==> src/rtl/fp16_softmax_sum_exp_core_assert.svh <==
// Assertion macros for the fp16 softmax exp/sum core.
// Uses the clk and rst_n names of the including module.
`ifndef FP16_SOFTMAX_SUM_EXP_CORE_ASSERT_SVH
`define FP16_SOFTMAX_SUM_EXP_CORE_ASSERT_SVH

// Same-cycle implication, checked out of reset.
`define SFX_ASSERT_NOW(label, cond, cons, msg) \
    label: assert property (@(posedge clk) disable iff (!rst_n) (cond) |-> (cons)) \
        else $error(msg);

// Next-cycle implication, checked out of reset.
`define SFX_ASSERT_NEXT(label, cond, cons, msg) \
    label: assert property (@(posedge clk) disable iff (!rst_n) (cond) |=> (cons)) \
        else $error(msg);

`endif

==> src/rtl/sfx_merge.sv <==
// Halving fold network over the lane sums: picks each lane's partner per
// round and which lanes write. No dependencies.
module sfx_merge #(
    parameter int LANES = 8
) (
    input  logic [LANES-1:0][15:0] sums,
    input  logic [((($clog2(LANES)) > 1) ? $clog2($clog2(LANES)) : 1)-1:0] round,
    output logic [LANES-1:0][15:0] partner,
    output logic [LANES-1:0]       fold_en,
    output logic [15:0]            row_sum
);

    localparam int ROUNDS = $clog2(LANES);
    localparam int RW     = (ROUNDS > 1) ? $clog2(ROUNDS) : 1;
    localparam int IW     = (LANES > 1) ? $clog2(LANES) : 1;

    // values still live after r halvings
    function automatic int fold_size(input int r);
        int n;
        n = LANES;
        for (int k = 0; k < r; k++)
        begin
            n = (n + 1) / 2;
        end
        return n;
    endfunction

    for (genvar i = 0; i < LANES; i++)
    begin : g_lane
        always_comb
        begin
            partner[i] = 16'd0;
            fold_en[i] = 1'b0;
            for (int r = 0; r < ROUNDS; r++)
            begin
                if ((round == RW'(r)) && (i < fold_size(r) / 2))
                begin
                    partner[i] = sums[IW'(i + (fold_size(r) + 1) / 2)];
                    fold_en[i] = 1'b1;
                end
            end
        end
    end

    assign row_sum = sums[0];

endmodule

==> config.mk <==
export PLATFORM = sky130hd
export DESIGN_NAME = sfx_merge
export DESIGN_NICKNAME = d
export VERILOG_FILES = /design/src/rtl/fp16_softmax_sum_exp_core_assert.svh /design/src/rtl/sfx_merge.sv
export SDC_FILE = /design/constraint.sdc
export NUM_CORES = 1
export LEC_CHECK = 0
export BUFFER_PORTS_ARGS = -buffer_cell sky130_fd_sc_hd__buf_2
export CAP_MARGIN = 20
export CELL_PAD_IN_SITES_DETAIL_PLACEMENT = 0
export CELL_PAD_IN_SITES_GLOBAL_PLACEMENT = 1
export CORE_MARGIN = 2
export CORE_UTILIZATION = 11
export DETAILED_ROUTE_END_ITERATION = 10
export PLACE_DENSITY_LB_ADDON = 0.1
export SLEW_MARGIN = 20
export SYNTH_ARGS = -nofsm -noshare
export SYNTH_HDL_FRONTEND = slang
export SYNTH_SLANG_ARGS = --single-unit
==> constraint.sdc <==
create_clock -name vclk -period 0.8
set_input_delay 0.08 -clock vclk [all_inputs]
set_output_delay 0.08 -clock vclk [all_outputs]
set_load 0.02 [all_outputs]
## Word-level counts from Yosys, hierarchy flattened

Cells that the tools add are included.
W data, S select, Z words.

| word-level totals | value |
|---|---|
| logic and storage cells | 10 |
| RAM bits | 0 |
| bits in latches | 0 |
| input port bits | 130 |
| bits in registers | 0 |
| bits in read-only memories | 0 |
| output and inout port bits | 152 |
| memories | 0 |

| operators by class | value |
|---|---|
| equal/unequal tests | 2 |
| multipliers | 0 |
| order comparisons | 0 |
| shift operators | 0 |
| add/subtract/negate cells | 0 |
| bitwise logic cells | 0 |
| muxes and demuxes | 7 |
| reduce and logical (&&, ||, !) cells | 1 |
| divide/modulo/power cells | 0 |

Operators by type and width:

| cell | number |
|---|---|
| $mux W16 | 4 |
| $mux W1 | 3 |
| $eq A2 B1 Y1 const B | 1 |
| $eq A2 B2 Y1 const B | 1 |
| $logic_not A2 Y1 | 1 |

## Depth between registers and ports, before layout

| logic depth | value |
|---|---|
| depth in word-level cells | 4 |
| gate-level depth with buffers | 4 |
| gate-level depth less buffers | 2 |

## Worst setup path after synthesis

Ideal clock, no wire load.

| timing path | value |
|---|---|
| path kind | input -> output |
| from | input round[1] in the netlist's numbering |
| to | output partner[10] in the netlist's numbering |
| stages | 4 |
| data arrival time | 673 ps |
| slack | 47 ps |
| required time | 720 ps |
| buffers on the path | 2 |
| cells stage by stage | nor2b_4 -> buf_6 -> buf_12 -> a22o_1 |

RTL lines:

| element | line | RTL |
|---|---|---|
| start: declaration | sfx_merge.sv:7 | `input logic [((($clog2(LANES)) > 1) ? $clog2($clog2(LANES)) : 1)-1:0] round,` |
| end: declaration | sfx_merge.sv:8 | `output logic [LANES-1:0][15:0] partner,` |

==> summary.md <==
| Metric | Value |
|---|---|
| Status | finished, violations left |
| Failing checks | setup timing |
| HP Start | sums[12] |
| Post-DRT Antenna Nets | 0 |
| TNS Setup | -4.296 ns |
| Worst path bufs/invs | 4 |
| Slew Viols, Final | 0 |
| XOR/XNOR share of the synthesized area | 0 |
| Final critical-path required period | 1.005 ns |
| FP Rows | 38 |
| Drt drc | 0 |
| Syn_area_per_cell | 7.578 sq um |
| Number of sequential cells | 0 |
| Die area | 11,880 sq um |
| Cells after Synth | 160 |
| Crit Path Category | primary input to output port |
| Global-route wire length before repair | 3926 microns |
| Die Wd | 109.0 microns |
| Crit path launch | round[0] |
| Drt pass-1 iters | 2 |
| Max Clk Rate | 0.9950 GHz |
| Final non-filler cell total | 371 |
| Sequential area share after synthesis | 0 |
| PortBufs | 86 |
| Crit end category | output port |
| Power Dens Cells | 689.1 nW/um^2 |
| Antenna diodes | 0 |
| Yosys warning total | 0 |
| DRT iter0 DRCs | 16 |
| Max_cap viols | 0 |
| Placed insts | 367 |
| Placed Area | 1315 sq um |
| Net count reported at finish | 363 |
| Synth cell types | 11 |
| Crit path max fanout | 8 |
| Layout cells sized above 1 | 0.4545 |
| Largest net degree at the start of global routing | 17 |
| Tcrit/Tclk final | 1.256 |
| Vias in the first global route | 762 |
| Effective utilization at floorplan | 0.1123 |
| Area grow syn2layout | 34.98% |
| Post-Route WL | 3364 microns |
| Simple logic cell fraction of the synthesized area | 0.1115 |
| Critical path cell sequence | buf_8 > nor2b_4 > buf_12 > buf_16 > a22o_1 > buf_6 |
| Register area | 0 sq um |
| Gp weighted congestion | 0.5724 |
| Overflow after GRT | 0 |
| Core area | 10,790 sq um |
| CTS Hold Buffers Added | 0 |
| IO Pins | 282 |
| Antenna violations before repair | 0 |
| Synth Area in Compound Gates | 0.1156 |
| Vias after detailed routing | 962 |
| Arrival time at the worst endpoint | 0.93 ns |
| Synthesized cell area | 1212 sq um |
| Placement Setup Slack | -0.2397 ns |
| Design Area, Final | 1637 sq um |
| Worst EP required | 0.72 ns |
| Leakage | 0.0009480 uW |
| Die Height | 109.0 microns |
| Fin worst setup slack | -0.2050 ns |
| RSZ-0062 raised after global routing | yes |
| Biggest cell delay along the critical path | 0.21 ns |
| Power Total | 1128 uW |
| Clock buffers | 0 |
| CP max-delay cell | a22o_1 |
| Final Hold Viols | 0 |
| Top Family by Delay on Critical Path | buffers and inverters |
| Mux contribution to synthesized area | 0 |
| Vias per std cell | 2.593 |
| Adder-cell share of the synthesized area | 0 |
| Min-delay worst type | primary input to output port |
| Detailed-placement wirelength estimate | 2915 microns |
| Startpoint Class | primary input |
| VDD IR max | 0.0001422 V |
| Total GRT Usage | 0.04376 |
| Largest family of logic cells by synthesized area | buffers and inverters |
| WL/cell | 9.067 microns |
| Final setup fails | 32 |
==> cell families after synthesis <==
logic type,count (synthesis)
buf+inv,123
simple gates,20
compound gates,16
other cells,1
==> cells in the mapped netlist <==
| cell type | instances | area [sq um] |
|---|---|---|
| a22o_1 | 16 | 140.1 |
| and2_1 | 16 | 100.1 |
| buf_12 | 1 | 20.02 |
| buf_4 | 119 | 893.4 |
| buf_6 | 1 | 11.26 |
| clkbuf_2 | 1 | 5.000 |
| conb_1 | 1 | 3.750 |
| inv_1 | 1 | 3.750 |
| nand2_1 | 1 | 3.750 |
| nor2_1 | 1 | 3.750 |
| nor2b_4 | 2 | 27.53 |
==> final timing paths <==
path                 endpoint  cells after the start
hold / removal    row_sum[12]                      0
setup / recovery  partner[13]                      6
==> layout by cell type (no fill, tap or decap), drive strengths merged <==
cell   instances
conb         100
inv            1
and2          16
buf           94
nor2b          2
nand2          1
nor2           1
a22o          16
==> per-layer routing <==
metal | track usage | vias to the layer above | part of all wire
li1 | - | 434 | -
met1 | 0.04143 | 400 | 0.29
met2 | 0.09139 | 116 | 0.52
met3 | 0.01255 | 12 | 0.18
met4 | 0.008242 | 0 | 0.014
met5 | 0 | - | 0
==> what timing repair did <==
action,CTS,global route
setup buffers,2,0
pin swaps,9,1
endpoints found under the setup margin,32,32
cloned,2,0
resized for setup,56,25
==> through the flow <==
| stage | hold slack (ns) | utilization |
|---|---|---|
| floorplan | 0.2366 | - |
| global placement | 0.1601 | 0.1218 |
| detailed placement | 0.1601 | 0.1218 |
| CTS | 0.1601 | 0.1447 |
| global route | 0.1600 | 0.1516 |
| finish | 0.1600 | 0.1516 |
==> area by class of cell <==
cell class | instances | area [sq um]
Fill cell | 1260 | 9156
Inverter | 1 | 3.754
Multi-Input combinational cell | 136 | 673.1
Tap cell | 140 | 175.2
Timing Repair Buffer | 94 | 784.5
==> power by group <==
| group | total (uW) | switching (uW) | leakage (uW) | internal [uW] |
|---|---|---|---|---|
| sequential | 0 | 0 | 0 | 0 |
| combinational | 1130 | 725 | 0.000948 | 402 |
| clock | 0 | 0 | 0 | 0 |
| total | 1130 | 725 | 0.000948 | 402 |
No activity file was read; power rests on OpenSTA's default activity.
